==> src/rtl/cbt_pkg.sv <==
// ----------------------------------------------------------------------------
// cbt_pkg
// Shared types, event codes and helpers for the CSV byte tokenizer.
// ----------------------------------------------------------------------------
package cbt_pkg;

   localparam int MaxEv      = 6;
   localparam int EvCntW     = $clog2(MaxEv + 1);
   localparam int EvIdxW     = $clog2(MaxEv);
   localparam int QueueDepth = 4;
   localparam int QPtrW      = $clog2(QueueDepth);
   localparam int QCntW      = $clog2(QueueDepth + 1);

   localparam logic [7:0] CH_QUOTE = 8'h22;
   localparam logic [7:0] CH_COMMA = 8'h2C;
   localparam logic [7:0] CH_LF    = 8'h0A;
   localparam logic [7:0] CH_CR    = 8'h0D;

   localparam logic [2:0] KIND_BYTE   = 3'd0;
   localparam logic [2:0] KIND_FEND   = 3'd1;
   localparam logic [2:0] KIND_REND   = 3'd2;
   localparam logic [2:0] KIND_EQUOTE = 3'd3;
   localparam logic [2:0] KIND_NOROWS = 3'd4;

   typedef struct packed {
      logic [2:0] kind;
      logic [7:0] fbyte;
   } event_type;

   typedef struct packed {
      logic [EvCntW-1:0]       count;
      event_type [MaxEv-1:0]   ev;
   } bundle_type;

   typedef struct packed {
      logic empty;
      logic full;
   } queue_status_type;

   function automatic logic [7:0] bom_byte(input logic [1:0] idx);
      logic [7:0] val;
      case (idx)
         2'd0:    val = 8'hEF;
         2'd1:    val = 8'hBB;
         2'd2:    val = 8'hBF;
         default: val = 8'h00;
      endcase
      return val;
   endfunction

   function automatic bundle_type push_ev(input bundle_type bin, input logic [2:0] kind,
                                          input logic [7:0] fbyte);
      bundle_type bout;
      bout = bin;
      if (bin.count < EvCntW'(MaxEv)) begin
         bout.ev[bin.count[EvIdxW-1:0]].kind  = kind;
         bout.ev[bin.count[EvIdxW-1:0]].fbyte = (kind == KIND_BYTE) ? fbyte : 8'h00;
         bout.count = bin.count + EvCntW'(1);
      end
      return bout;
   endfunction

endpackage

==> src/rtl/cbt_front.sv <==
// ----------------------------------------------------------------------------
// cbt_front
// Accepts request bytes, runs the tokenizer flags and packs each request's
// events into one bundle for the queue.
// ----------------------------------------------------------------------------
module cbt_front import cbt_pkg::*; (
   input  logic             clock,
   input  logic             reset,
   input  logic             req_valid,
   output logic             req_stall,
   input  logic [7:0]       req_data_byte,
   input  logic             req_end_of_stream,
   input  queue_status_type q_status,
   output logic             push,
   output bundle_type       push_bundle
);

   logic       inside_quotes_ff, inside_quotes_in;
   logic       quote_pending_ff, quote_pending_in;
   logic       cr_pending_ff, cr_pending_in;
   logic       row_ended_ff, row_ended_in;
   logic       field_content_ff, field_content_in;
   logic       any_row_ff, any_row_in;
   logic [1:0] bom_count_ff, bom_count_in;
   logic       bom_open_ff, bom_open_in;
   logic       accept;
   bundle_type bundle;

   assign req_stall   = q_status.full;
   assign accept      = req_valid && !q_status.full;
   assign push        = accept && (bundle.count != '0);
   assign push_bundle = bundle;

   always_comb begin
      logic       iq, qp, crp, rhef, fhc, are, bwo;
      logic [1:0] bmc;
      logic       consumed, do_content, main_end, main_rend;
      logic [7:0] b;
      bundle_type bl;

      b    = req_data_byte;
      iq   = inside_quotes_ff;
      qp   = quote_pending_ff;
      crp  = cr_pending_ff;
      rhef = row_ended_ff;
      fhc  = field_content_ff;
      are  = any_row_ff;
      bmc  = bom_count_ff;
      bwo  = bom_open_ff;
      bl   = '0;
      consumed   = 1'b0;
      do_content = 1'b0;
      main_end   = 1'b0;
      main_rend  = 1'b0;

      if (crp) begin
         crp = 1'b0;
         if (b == CH_LF) consumed = 1'b1;
      end
      if (!consumed && qp) begin
         qp = 1'b0;
         if (b == CH_QUOTE) begin
            do_content = 1'b1;
            consumed   = 1'b1;
         end else begin
            iq = 1'b0;
         end
      end
      if (!consumed) begin
         if (b == CH_QUOTE) begin
            if (iq) qp = 1'b1;
            else    iq = 1'b1;
         end else if (!iq && b == CH_COMMA) begin
            main_end = 1'b1;
         end else if (!iq && (b == CH_CR || b == CH_LF)) begin
            if (rhef || fhc) begin
               main_end  = 1'b1;
               main_rend = 1'b1;
            end
            if (b == CH_CR) crp = 1'b1;
         end else begin
            do_content = 1'b1;
         end
      end

      // content byte with BOM prefix handling
      if (do_content) begin
         fhc = 1'b1;
         if (!bwo) begin
            bl = push_ev(bl, KIND_BYTE, b);
         end else if (b == bom_byte(bmc)) begin
            if (bmc == 2'd2) begin
               bmc = 2'd0;
               bwo = 1'b0;
            end else begin
               bmc = bmc + 2'd1;
            end
         end else begin
            if (bmc > 2'd0) bl = push_ev(bl, KIND_BYTE, bom_byte(2'd0));
            if (bmc > 2'd1) bl = push_ev(bl, KIND_BYTE, bom_byte(2'd1));
            bmc = 2'd0;
            bl  = push_ev(bl, KIND_BYTE, b);
            bwo = 1'b0;
         end
      end

      if (main_end) begin
         if (bmc > 2'd0) bl = push_ev(bl, KIND_BYTE, bom_byte(2'd0));
         if (bmc > 2'd1) bl = push_ev(bl, KIND_BYTE, bom_byte(2'd1));
         bmc = 2'd0;
         bl  = push_ev(bl, KIND_FEND, 8'h00);
         bwo = 1'b0;
         if (main_rend) begin
            bl  = push_ev(bl, KIND_REND, 8'h00);
            are = 1'b1;
            rhef = 1'b0;
         end else begin
            rhef = 1'b1;
         end
         fhc = 1'b0;
      end else if (!consumed && !iq && (b == CH_CR || b == CH_LF)) begin
         rhef = 1'b0;
         fhc  = 1'b0;
      end

      if (req_end_of_stream) begin
         if (qp) begin
            qp = 1'b0;
            iq = 1'b0;
         end
         if (iq) begin
            bl = push_ev(bl, KIND_EQUOTE, 8'h00);
         end else begin
            if (fhc || rhef) begin
               if (bmc > 2'd0) bl = push_ev(bl, KIND_BYTE, bom_byte(2'd0));
               if (bmc > 2'd1) bl = push_ev(bl, KIND_BYTE, bom_byte(2'd1));
               bl  = push_ev(bl, KIND_FEND, 8'h00);
               bl  = push_ev(bl, KIND_REND, 8'h00);
               are = 1'b1;
            end
            if (!are) bl = push_ev(bl, KIND_NOROWS, 8'h00);
         end
         iq   = 1'b0;
         qp   = 1'b0;
         crp  = 1'b0;
         rhef = 1'b0;
         fhc  = 1'b0;
         are  = 1'b0;
         bmc  = 2'd0;
         bwo  = 1'b1;
      end

      inside_quotes_in = iq;
      quote_pending_in = qp;
      cr_pending_in    = crp;
      row_ended_in     = rhef;
      field_content_in = fhc;
      any_row_in       = are;
      bom_count_in     = bmc;
      bom_open_in      = bwo;
      bundle           = bl;
   end

   always_ff @(posedge clock) begin
      if (reset) begin
         inside_quotes_ff <= 1'b0;
         quote_pending_ff <= 1'b0;
         cr_pending_ff    <= 1'b0;
         row_ended_ff     <= 1'b0;
         field_content_ff <= 1'b0;
         any_row_ff       <= 1'b0;
         bom_count_ff     <= 2'd0;
         bom_open_ff      <= 1'b1;
      end else if (accept) begin
         inside_quotes_ff <= inside_quotes_in;
         quote_pending_ff <= quote_pending_in;
         cr_pending_ff    <= cr_pending_in;
         row_ended_ff     <= row_ended_in;
         field_content_ff <= field_content_in;
         any_row_ff       <= any_row_in;
         bom_count_ff     <= bom_count_in;
         bom_open_ff      <= bom_open_in;
      end
   end

endmodule

==> src/rtl/cbt_queue.sv <==
// ----------------------------------------------------------------------------
// cbt_queue
// Short queue of event bundles between the front and back ends.
// ----------------------------------------------------------------------------
module cbt_queue import cbt_pkg::*; (
   input  logic             clock,
   input  logic             reset,
   input  logic             push,
   input  bundle_type       push_bundle,
   input  logic             pop,
   output bundle_type       head,
   output queue_status_type status
);

   bundle_type        entry_ff [QueueDepth];
   logic [QPtrW-1:0]  wr_ptr_ff, wr_ptr_in;
   logic [QPtrW-1:0]  rd_ptr_ff, rd_ptr_in;
   logic [QCntW-1:0]  count_ff, count_in;
   logic              do_push, do_pop;

   assign status.empty = (count_ff == '0);
   assign status.full  = (count_ff == QCntW'(QueueDepth));
   assign do_push      = push && !status.full;
   assign do_pop       = pop && !status.empty;
   assign head         = entry_ff[rd_ptr_ff];

   always_comb begin
      wr_ptr_in = do_push ? wr_ptr_ff + QPtrW'(1) : wr_ptr_ff;
      rd_ptr_in = do_pop  ? rd_ptr_ff + QPtrW'(1) : rd_ptr_ff;
      count_in  = count_ff;
      if (do_push && !do_pop) count_in = count_ff + QCntW'(1);
      if (!do_push && do_pop) count_in = count_ff - QCntW'(1);
   end

   always_ff @(posedge clock) begin
      if (do_push) entry_ff[wr_ptr_ff] <= push_bundle;
   end

   always_ff @(posedge clock) begin
      if (reset) begin
         wr_ptr_ff <= '0;
         rd_ptr_ff <= '0;
         count_ff  <= '0;
      end else begin
         wr_ptr_ff <= wr_ptr_in;
         rd_ptr_ff <= rd_ptr_in;
         count_ff  <= count_in;
      end
   end

endmodule

==> src/rtl/cbt_back.sv <==
// ----------------------------------------------------------------------------
// cbt_back
// Walks the head bundle and presents its events one per response.
// ----------------------------------------------------------------------------
module cbt_back import cbt_pkg::*; (
   input  logic             clock,
   input  logic             reset,
   input  bundle_type       head,
   input  queue_status_type q_status,
   output logic             pop,
   output logic             rsp_valid,
   input  logic             rsp_stall,
   output logic [2:0]       rsp_kind,
   output logic [7:0]       rsp_field_byte,
   output logic             rsp_last
);

   logic [EvIdxW-1:0] pos_ff, pos_in;
   logic              fire;
   event_type         cur;

   assign cur            = head.ev[pos_ff];
   assign rsp_valid      = !q_status.empty;
   assign rsp_kind       = cur.kind;
   assign rsp_field_byte = cur.fbyte;
   assign rsp_last       = (EvCntW'(pos_ff) + EvCntW'(1)) == head.count;
   assign fire           = rsp_valid && !rsp_stall;
   assign pop            = fire && rsp_last;

   always_comb begin
      pos_in = pos_ff;
      if (fire) pos_in = rsp_last ? '0 : pos_ff + EvIdxW'(1);
   end

   always_ff @(posedge clock) begin
      if (reset) begin
         pos_ff <= '0;
      end else begin
         pos_ff <= pos_in;
      end
   end

endmodule

==> src/rtl/csv_byte_tokenizer.sv <==
// ----------------------------------------------------------------------------
// csv_byte_tokenizer
// Events of a request are registered in the queue as one bundle. Throughput:
// one request per cycle while each request makes at most one response and
// rsp_stall is low; a request with more holds the response port until all
// are taken; the four-bundle queue absorbs this. Requests with none pass free.
// Reset: synchronous, clears tokenizer flags and empties the queue.
// ----------------------------------------------------------------------------
module csv_byte_tokenizer import cbt_pkg::*; (
   input  logic       clock,
   input  logic       reset,
   input  logic       req_valid,
   output logic       req_stall,
   input  logic [7:0] req_data_byte,
   input  logic       req_end_of_stream,
   output logic       rsp_valid,
   input  logic       rsp_stall,
   output logic [2:0] rsp_kind,
   output logic [7:0] rsp_field_byte,
   output logic       rsp_last
);

   queue_status_type q_status;
   bundle_type       push_bundle;
   bundle_type       head;
   logic             push;
   logic             pop;

   cbt_front u_front (
      .clock             (clock),
      .reset             (reset),
      .req_valid         (req_valid),
      .req_stall         (req_stall),
      .req_data_byte     (req_data_byte),
      .req_end_of_stream (req_end_of_stream),
      .q_status          (q_status),
      .push              (push),
      .push_bundle       (push_bundle)
   );

   cbt_queue u_queue (
      .clock       (clock),
      .reset       (reset),
      .push        (push),
      .push_bundle (push_bundle),
      .pop         (pop),
      .head        (head),
      .status      (q_status)
   );

   cbt_back u_back (
      .clock          (clock),
      .reset          (reset),
      .head           (head),
      .q_status       (q_status),
      .pop            (pop),
      .rsp_valid      (rsp_valid),
      .rsp_stall      (rsp_stall),
      .rsp_kind       (rsp_kind),
      .rsp_field_byte (rsp_field_byte),
      .rsp_last       (rsp_last)
   );

endmodule

==> config.mk <==
export PLATFORM = sky130hd
export DESIGN_NAME = csv_byte_tokenizer
export DESIGN_NICKNAME = d
export VERILOG_FILES = /design/src/rtl/cbt_pkg.sv /design/src/rtl/cbt_front.sv /design/src/rtl/cbt_queue.sv /design/src/rtl/cbt_back.sv /design/src/rtl/csv_byte_tokenizer.sv
export SDC_FILE = /design/constraint.sdc
export NUM_CORES = 1
export LEC_CHECK = 0
export BUFFER_PORTS_ARGS = -buffer_cell sky130_fd_sc_hd__buf_4
export CORE_MARGIN = 8
export CORE_UTILIZATION = 45
export CTS_CLUSTER_SIZE = 24
export DETAILED_ROUTE_END_ITERATION = 6
export PLACE_DENSITY_LB_ADDON = 0.08
export SLEW_MARGIN = 25
export SYNTH_ARGS = -nofsm -noshare
export SYNTH_HDL_FRONTEND = slang
export SYNTH_HIERARCHICAL = 1
export SYNTH_SLANG_ARGS = --single-unit
export TNS_END_PERCENT = 50
==> constraint.sdc <==
create_clock -name clock -period 17.16 [get_ports clock]
set_input_delay 3.432 -clock clock [delete_from_list [all_inputs] [get_ports clock]]
set_output_delay 3.432 -clock clock [all_outputs]
set_load 0.02 [all_outputs]
# Yosys cells after proc, flatten, opt, wreduce, memory -nomap -nowiden
# Memories as Yosys holds them, arrays and structs flattened. A register that Yosys moved wholly into a read port is not among the register bits.
# Index checks and enable logic that the tools add are counted.
word_totals:
  mem_bits_rw: 276
  register_bits: 19
  memories: 1
  elab_cells: 310
  output_inout_bits: 14
  input_bits: 13
memory_table:
  columns: ["name", "words", "width", "read_ports", "rd_clocked_by_memory_dff", "wr", "line", "rtl"]
  rows:
  - ["u_queue.entry_ff", 4, 69, 1, 1, 1, "cbt_queue.sv:15", "bundle_type entry_ff [QueueDepth];"]
op_classes:
  magnitude_cmp: 40
  eq_ne: 9
  add_sub_neg: 17
  mux: 189
  n_reduce_logical: 42
ops:
  columns: ["op", "count"]
  rows:
  - ["two-way mux 69 bit", 46]
  - ["bitwise mux 66 bit", 24]
  - ["demux 11 bit (select 3 bit)", 22]
  - ["two-way mux 11 bit", 12]
  - ["two-way mux 8 bit", 13]
  - ["two-way mux 67 bit", 1]
  - ["two-way mux 1 bit", 58]
  - ["< comparator 3 x 4 -> 1 bit (second input constant)", 12]
  - ["adder 3 x 1 -> 3 bit (second input constant)", 13]
  - ["binary-select mux 11 bit (select 3 bit)", 1]
  - ["greater-or-equal comparator 3 x 1 -> 1 bit (second input constant)", 11]
  - ["< comparator 3 bit (second input constant)", 11]
  - ["logical AND 1 bit", 24]
  - ["one-hot mux 8 bit (3 select lines)", 1]
  - ["== test 8 x 4 -> 1 bit (second input constant)", 2]
  - ["== test 8 x 6 -> 1 bit (second input constant)", 2]
  - ["two-way mux 2 bit", 8]
  - ["> comparator 2 x 1 -> 1 bit (second input constant)", 6]
  - ["logical NOT 1 bit", 9]
  - ["two-way mux 3 bit", 3]
  - ["== test 8 bit", 1]
  - ["adder 2 x 1 -> 2 bit (second input constant)", 3]
  - ["nonzero test 3 bit", 2]
  - ["== test 3 bit", 1]
  - ["other kinds (9)", 11]

# Depth between registers and ports, before layout
# Gate-level depths: netlist of the first run.
depth:
  word_depth: 131
  depth_mapped: 51
  depth_no_buf: 50

# Cells and area by module
# Netlist of the first run, hierarchy kept.
by_module_without_submodules:
  columns: ["mod", "seq_area_each_um2", "area_per_inst_um2", "n_inst", "cells_each"]
  rows:
  - ["cbt_queue", 8468.1, 10435.0, 1, 415]
  - ["cbt_front", 180.2, 3579.7, 1, 552]
  - ["cbt_back", 60.1, 765.7, 1, 74]

# Worst setup path after synthesis of the first run
# Ideal clock, no wire load.
synth_timing:
  kind: "input port to flip-flop"
  start: "in req_data_byte[7]"
  end: "mem u_queue/entry_ff[0][0] (netlist name) (enable)"
  setup_ns: 0.435
  required_ns: 16.725
  path_stages: 44
  setup_slack_ns: 3.011
  t_arrival_ns: 13.715
  n_path_buf: 4
  path_cell_list: "buf_6 or3_4 or3b_1 buf_6 a32oi_4 nand2_1 nand2_1 inv_2 ha_1 o211ai_1 or4_1 a22oi_2 or2_1 buf_2 ha_1 nand2_1 a31oi_1 a21boi_0 [8 not listed] ha_1 a211oi_1 nor2_1 mux2_2 mux2_4 ha_1 mux2i_4 inv_2 ha_1 clkbuf_1 mux2_2 ha_1 o31ai_1 a31oi_1 o31a_1 inv_1 nor2_1 and2_1"
synth_lines:
  columns: ["item", "line", "rtl"]
  rows:
  - ["start: declaration", "csv_byte_tokenizer.sv:14", "input logic [7:0] req_data_byte,"]
  - ["end: declaration", "cbt_queue.sv:15", null]

==> results_dict.tcl, run 1 <==
set metrics [dict create \
    status "complete, no violations" \
    cts_root_buffer "clkbuf_16" \
    setup_viol 0 \
    place_congestion 0.908 \
    place_inst 1465 \
    critPathMaxFanout 41 \
    grt_max_degree 52 \
    slew_headroom_pct 34.3 \
    grt_pass1_vias 8851 \
    synth_cell_type_count 96 \
    multi_input_area_um2 5520 \
    critPathRequiredTime_ps 17360 \
    fin_crit_sh_pct 84.3 \
    drive_gt1_share_pct 19.3 \
    final_cells 1519 \
    worstHoldPathCells 2 \
    portBuffers 26 \
    holdBufCountCts 0 \
    antenna_found_initial 0 \
    start_util_pct 45.5 \
    track_usage_pct 17.9 \
    synth_async_sr_flop_share_pct 0 \
    vias_per_cell 5.91 \
    syn_to_final_growth_pct 9.68 \
    crit_start "req_data_byte[1]" \
    clkLatencyLatePin_ps 570 \
    wire_per_inst_um 23.1 \
    syn-instance-count 1041 \
    synth_edf_count 276 \
    setup-tns-final_ps 0 \
    firstDrtPassIters 5 \
    path_clk_slew_ps 70 \
    yosysWarnings 6 \
    rows 66 \
    p_leak_nw 5.22 \
    clk_path_buf_depth 3 \
    htreeDepth 1 \
    avgSynthCellArea_um2 14.2 \
    crit_type "input port to flop" \
    cpPeakStageDelay_ps 650 \
    final_core_util_pct 49.9 \
    arrival_ps 14660 \
    grt_setup_unrepaired "no" \
    cp_common_cell "ha_1" \
    coreArea_um2 32500 \
    numCtsBuffers 30 \
    die_area_um2 38900 \
    nFillCells 2774 \
    grt_pass1_wl_um 53800 \
    p_per_area_nw_per_um2 99.2 \
    reg2reg_from "u_front/bom_count_ff[1]" \
    cts_tree "done" \
    post-cts-setup-buffer-count 0 \
    vdd_drop_max_mv 0.0822 \
    cp-start-kind "input port" \
    yosysSeqAreaShare_pct 58.9 \
    tightest_slew_ps 985 \
    top_level_ports 27 \
    cap_violations 0 \
    die_y_um 197 \
    critPathSlowestCell "and2_4" \
    ys.flop_type "edfxtp_1" \
    n_antenna_cell 0 \
    slew_violations 0 \
    fin_worst_skew_ps 23.2 \
    cts_resized 0 \
    clock_sinks 297 \
    layout.nets 1090 \
    route.detailed.drc 0 \
    fp.dieW_um 197 \
    synth.cell_area_um2 14800 \
    min-delay-start "u_front/cr_pending_ff" \
    ys_seq_elements 297 \
    period_minus_slack_ps 14460 \
    routed_wl_um 35000 \
    ff_latch_area_um2 8720 \
    drtIter0Drc 883 \
    overflow 0 \
    hpwl_um 23700 \
    hp-class "flop to flop" \
    timing.final.hold_violations 0 \
    rr_worst_depth 40 \
    ant_nets 0 \
    vias 8977 \
    fmax_ghz 0.0691 \
    end_kind "flop" \
]
[cells by family (layout without fill, tap and decap cells)]
group           Yosys count  after routing  share of synthesized area [%]
simple gates            251            251                           8.66
buf+inv                 112            134                           4.19
fa+ha+maj                22             22                           1.91
mux                     101            101                           13.8
flops                   297            297                           58.9
other cells               1             15                         0.0254
xor+xnor                 18             18                           1.46
compound gates          239            239                           11.0
[layer usage]
| metal | track usage, % | up-vias | share of wire [%] |
|---|---|---|---|
| li1 | - | 4118 | - |
| met1 | 25.3 | 4516 | 45 |
| met4 | 4.46 | 0 | 2.2 |
| met2 | 29.1 | 286 | 47 |
| met5 | 0 | - | 0 |
| met3 | 2.33 | 57 | 5.5 |
[layout by cell type (no fill, tap or decap), types with 6 or more instances in the layout]
cell and n:
inv_1 33, a211oi_1 9, clkbuf_1 9, xor2_1 7, buf_4 42, xnor2_1 6
o21ai_0 29, o22ai_1 17, conb_1 15, mux2i_1 14, clkbuf_16 30, o21a_1 16
or3_1 11, a21o_1 8, nor3_1 17, ha_1 21, o31ai_1 6, and2_1 11
a21oi_1 69, mux4_2 78, edfxtp_1 276, nor2_1 65, nand2b_1 10, nand3_1 18
a32oi_1 6, nand2_1 64, clkinv_1 6, a31oi_1 17, nor4_1 6, dfxtp_1 18
[registers in the layout, indices dropped and copies added (netlist names), named ones only]
| signal | flops |
|---|---|
| u_front/inside_quotes_ff | 1 |
| u_front/any_row_ff | 1 |
| u_queue/count_ff | 3 |
| u_front/bom_count_ff | 2 |
| u_front/bom_open_ff | 1 |
| u_front/row_ended_ff | 1 |
| u_front/field_content_ff | 1 |
| u_queue/entry_ff | 276 |
| u_front/quote_pending_ff | 1 |
| u_queue/rd_ptr_ff | 2 |
| u_front/cr_pending_ff | 1 |
| u_queue/wr_ptr_ff | 2 |
| u_back/pos_ff | 3 |
[path summary, 6_finish.rpt]
kind | slack (ps) | endpoint
worst min register to register | 460 | u_front/cr_pending_ff
worst max-delay path | 2700 | u_queue/entry_ff[3][20]
worst min-delay path | 460 | u_front/cr_pending_ff
worst max register to register | 5260 | u_queue/entry_ff[3][20]
[worst max-delay path, delay by kind of cell]
| kind | cells | cell delay [ps] |
|---|---|---|
| AO/OA/AOI/OAI | 15 | 3490 |
| AND/OR/NAND/NOR | 13 | 4140 |
| multiplexers | 3 | 860 |
| buffers and inverters | 5 | 950 |
| adder cells (fa/ha/maj) | 6 | 1730 |
[synthesized netlist by cell type (all sizes together), types with 4 or more instances]
cell type,instances,share of area (%)
mux2,6,0.48
nand2b,10,0.42
mux2i,15,1.1
nor3,19,0.71
or2,6,0.25
a21oi,69,2.3
mux4,80,12
o211ai,5,0.25
and3,4,0.17
dfxtp,21,2.8
edfxtp,276,56
xor2,7,0.41
nand2,64,1.6
or3,12,0.54
nor4,8,0.38
nand3,18,0.61
ha,21,1.8
nor2b,5,0.21
a21o,8,0.41
o21bai,4,0.20
and2,15,0.63
inv,37,0.94
o22ai,17,0.72
nor2,65,1.7
clkbuf,27,0.69
a31oi,18,0.86
buf,47,2.5
o31ai,6,0.30
xnor2,10,0.87
o21a,16,0.81
o21ai,36,1.3
a211o,4,0.24
a22oi,6,0.34
a211oi,9,0.46
a32oi,7,0.54
[layout make-up]
cell class / instances / share of cell area [%]
clock buffer: 39 / 4.84
clock inverter: 15 / 1.07
inverter: 38 / 0.888
multi-input combinational: 646 / 34.1
sequential: 297 / 53.8
tap: 442 / 3.41
timing repair buffer: 42 / 1.95
[through the flow]
step | instance area, um2 | setup slack, ps | hold slack, ps | total power, mW
3_3_place_gp | 15200 | 2500 | 454 | 0.990
5_1_grt | 16200 | 1670 | 488 | 1.66
4_1_cts | 16200 | 2690 | 467 | 1.63
6_report | 16200 | 2700 | 461 | 1.61
2_1_floorplan | 14800 | 3010 | 431 | 0.949
3_5_place_dp | 15300 | 2170 | 456 | 0.991
[where the power goes]
part	internal, mW	switching (mW)
Sequential	0.824	0.00996
Combinational	0.0568	0.0836
Clock	0.367	0.266
Total	1.25	0.359
Power figures use the tool's default switching activity.
==> run 2: changes to the inputs <==
--- a/config.mk
+++ b/config.mk
@@ -5,6 +5,7 @@
 export SDC_FILE = /design/constraint.sdc
 export NUM_CORES = 1
 export LEC_CHECK = 0
+export ABC_AREA = 1
 export BUFFER_PORTS_ARGS = -buffer_cell sky130_fd_sc_hd__buf_4
 export CORE_MARGIN = 8
 export CORE_UTILIZATION = 45
==> constraint.sdc (replaced) <==
create_clock -name clock -period 12.3 [get_ports clock]
set_input_delay 2.46 -clock clock [delete_from_list [all_inputs] [get_ports clock]]
set_output_delay 2.46 -clock clock [all_outputs]
set_load 0.02 [all_outputs]
==> results_dict.tcl, run 2 <==
set metrics [dict create \
    status "complete, no violations" \
    synth.area.top_cells "edfxtp_1, nor2_1, nand2_1" \
    start_util_pct 45.2 \
    portBuffers 26 \
    avgSynthCellArea_um2 9.69 \
    sw_frac_of_total_pct 31.2 \
    end_kind "flop" \
    syn-instance-count 1593 \
    slew_headroom_pct 33.6 \
    n_antenna_cell 0 \
    internal-power_mw 1.91 \
    clkLatencyLatePin_ps 570 \
    worstHoldPathCells 2 \
    layout.nets 1630 \
    setup-tns-final_ps 0 \
    hpwl_um 25900 \
    grt_setup_unrepaired "no" \
    vias 11500 \
    crit_type "input port to flop" \
    arrival_ps 9970 \
    clk_path_buf_depth 3 \
    final_core_util_pct 49.3 \
    top_level_ports 27 \
    place_congestion 0.917 \
    rr_worst_depth 58 \
    fin_area_um2 16800 \
    yosysTopAreaCell "edfxtp_1" \
    power_mw 2.77 \
    coreArea_um2 34100 \
    critPathRequiredTime_ps 12760 \
    synth.most_common_cell "edfxtp_1" \
    path_clk_slew_ps 70 \
    slew_violations 0 \
    holdBufCountCts 0 \
    cts_root_buffer "clkbuf_16" \
    route.detailed.drc 0 \
    firstDrtPassIters 5 \
    r2r-end "u_queue/count_ff[2]" \
    critPathSlowestCell "fa_1" \
    grt_pass1_wl_um 63500 \
    period_minus_slack_ps 9510 \
    critPathMaxFanout 8 \
    vdd_drop_max_mv 0.120 \
    post-cts-setup-buffer-count 0 \
    drtIter0Drc 833 \
    cap_violations 0 \
    vias_per_cell 5.52 \
    clock_sinks 297 \
    wire_per_inst_um 19.4 \
    regToRegSetupSlack_ps 3910 \
    timing.final.hold_violations 0 \
    htreeDepth 1 \
    hp-class "flop to flop" \
    reg2reg_from "u_front/bom_count_ff[0]" \
    track_usage_pct 19.5 \
    setup_viol 0 \
    yosysSeqAreaShare_pct 56.4 \
    fin_worst_skew_ps 16.6 \
    synth_async_sr_flop_share_pct 0 \
    largest_register_ffs 276 \
    ant_nets 0 \
    fp.dieW_um 201 \
    numCtsBuffers 31 \
    cpPeakStageDelay_ps 390 \
    grt_max_degree 76 \
    drive_gt1_share_pct 13.0 \
    cts_tree "done" \
    final_common_cell "edfxtp_1" \
    top_register "u_queue/entry_ff" \
    p_per_area_nw_per_um2 165 \
    clkPwrFrac_pct 32.1 \
    antenna_found_initial 0 \
    synth.cell_area_um2 15400 \
    whs_ps 485 \
    overflow 0 \
    die_area_um2 40500 \
    p_leak_nw 6.20 \
    ys_seq_elements 297 \
    ys.flop_type "edfxtp_1" \
    cp-start-kind "input port" \
    synth_edf_count 276 \
    routed_wl_um 40300 \
    cp_common_cell "nand2_1" \
    worst_hold_path.endpoint "u_front/row_ended_ff" \
    mostFrequentLayoutCells "edfxtp_1, nor2_1, nand2_1, o21ai_0, inv_1" \
    synth_cell_type_count 49 \
    power_switching_mw 0.864 \
    syn_to_final_growth_pct 8.93 \
    fmax_ghz 0.105 \
    yosysWarnings 6 \
    die_y_um 201 \
    comb_power_share_pct 23.3 \
    min-delay-start "u_front/row_ended_ff" \
    cts_resized 0 \
    grt_pass1_vias 11000 \
    top_regs "u_queue/entry_ff x276, u_back/pos_ff x3, u_queue/count_ff x3" \
    seqPwrFrac_pct 44.6 \
    tightest_slew_ps 994 \
    dpl_cell_area_um2 15800 \
    rows 68 \
    synth_top_area_share_pct 53.7 \
    synth_common_cells "edfxtp_1, nor2_1, nand2_1" \
    fin_crit_sh_pct 77.3 \
]
## run 2: changes by cell type after synthesis, sizes merged, moves of 14 or more
cell   previous run  this run
nand2            64       274
o21ai            36       231
nor2             65       254
inv              37       123
mux4             80         0
o22ai            17        91
nand3            18        90
a21oi            69        42
nand4             3        20
a31oi            18         3
and2             15         0
buf              47        62
mux2i            15         1
## run 2: worst max path at each step
stage,startpoint,to,slack (ps)
6_report,req_data_byte[6],u_queue/count_ff[2],2790
5_1_grt,req_data_byte[6],u_queue/count_ff[2],1960
4_1_cts,req_data_byte[6],u_queue/entry_ff[3][38],2560
3_5_place_dp,req_data_byte[6],u_queue/entry_ff[3][12],1980
3_3_place_gp,req_data_byte[6],u_queue/entry_ff[3][16],2090
2_1_floorplan,req_data_byte[1],u_queue/entry_ff[0][0],990
## run 2: kinds of logic (layout without fill, tap and decap cells)
group           count (synthesis)  after routing  synth area share (%)
compound gates                396            396                  14.7
xor+xnor                        4              4                 0.227
fa+ha+maj                      22             22                  1.83
buf+inv                       216            229                  7.21
flops                         297            297                  56.4
mux                             1              1                0.0649
other cells                     1             15                0.0243
simple gates                  656            656                  19.5
## run 2: metrics by stage
stage | instances | worst slack [ps]
2_1_floorplan | 1607 | 988
3_3_place_gp | 2016 | 2090
3_5_place_dp | 2016 | 1980
4_1_cts | 2074 | 2560
5_1_grt | 2075 | 1960
6_report | 2075 | 2790
## run 2: area by class of cell
class,instances,area [um2]
Sequential cell,297,8710
Timing Repair Buffer,45,383
Multi-Input combinational cell,1094,5700
Tap cell,455,569
Inverter,126,485
Clock buffer,36,795
Clock inverter,22,170
Fill cell,3136,17300
## run 2: routing by layer
layer | share of wire, % | track usage, %
met5 | 0 | 0
met4 | 2.2 | 5.06
met2 | 47 | 31.7
met3 | 4.8 | 2.16
met1 | 46 | 27.4
## run 2: worst max-delay path: cells and delay by family
family	cells	cell delay (ps)
adders and majority gates	10	2920
and+or+nand+nor	34	3160
AOI/OAI and AO/OA	4	470
buffers and inverters	12	960
## run 2: power groups by stage
stage,registers (mW),clock network (mW),logic [mW]
floorplan,1.26,0,0.457
global placement,1.26,0,0.649
detailed placement,1.26,0,0.648
CTS,1.23,0.912,0.651
global route,1.24,0.950,0.716
finish,1.23,0.889,0.646
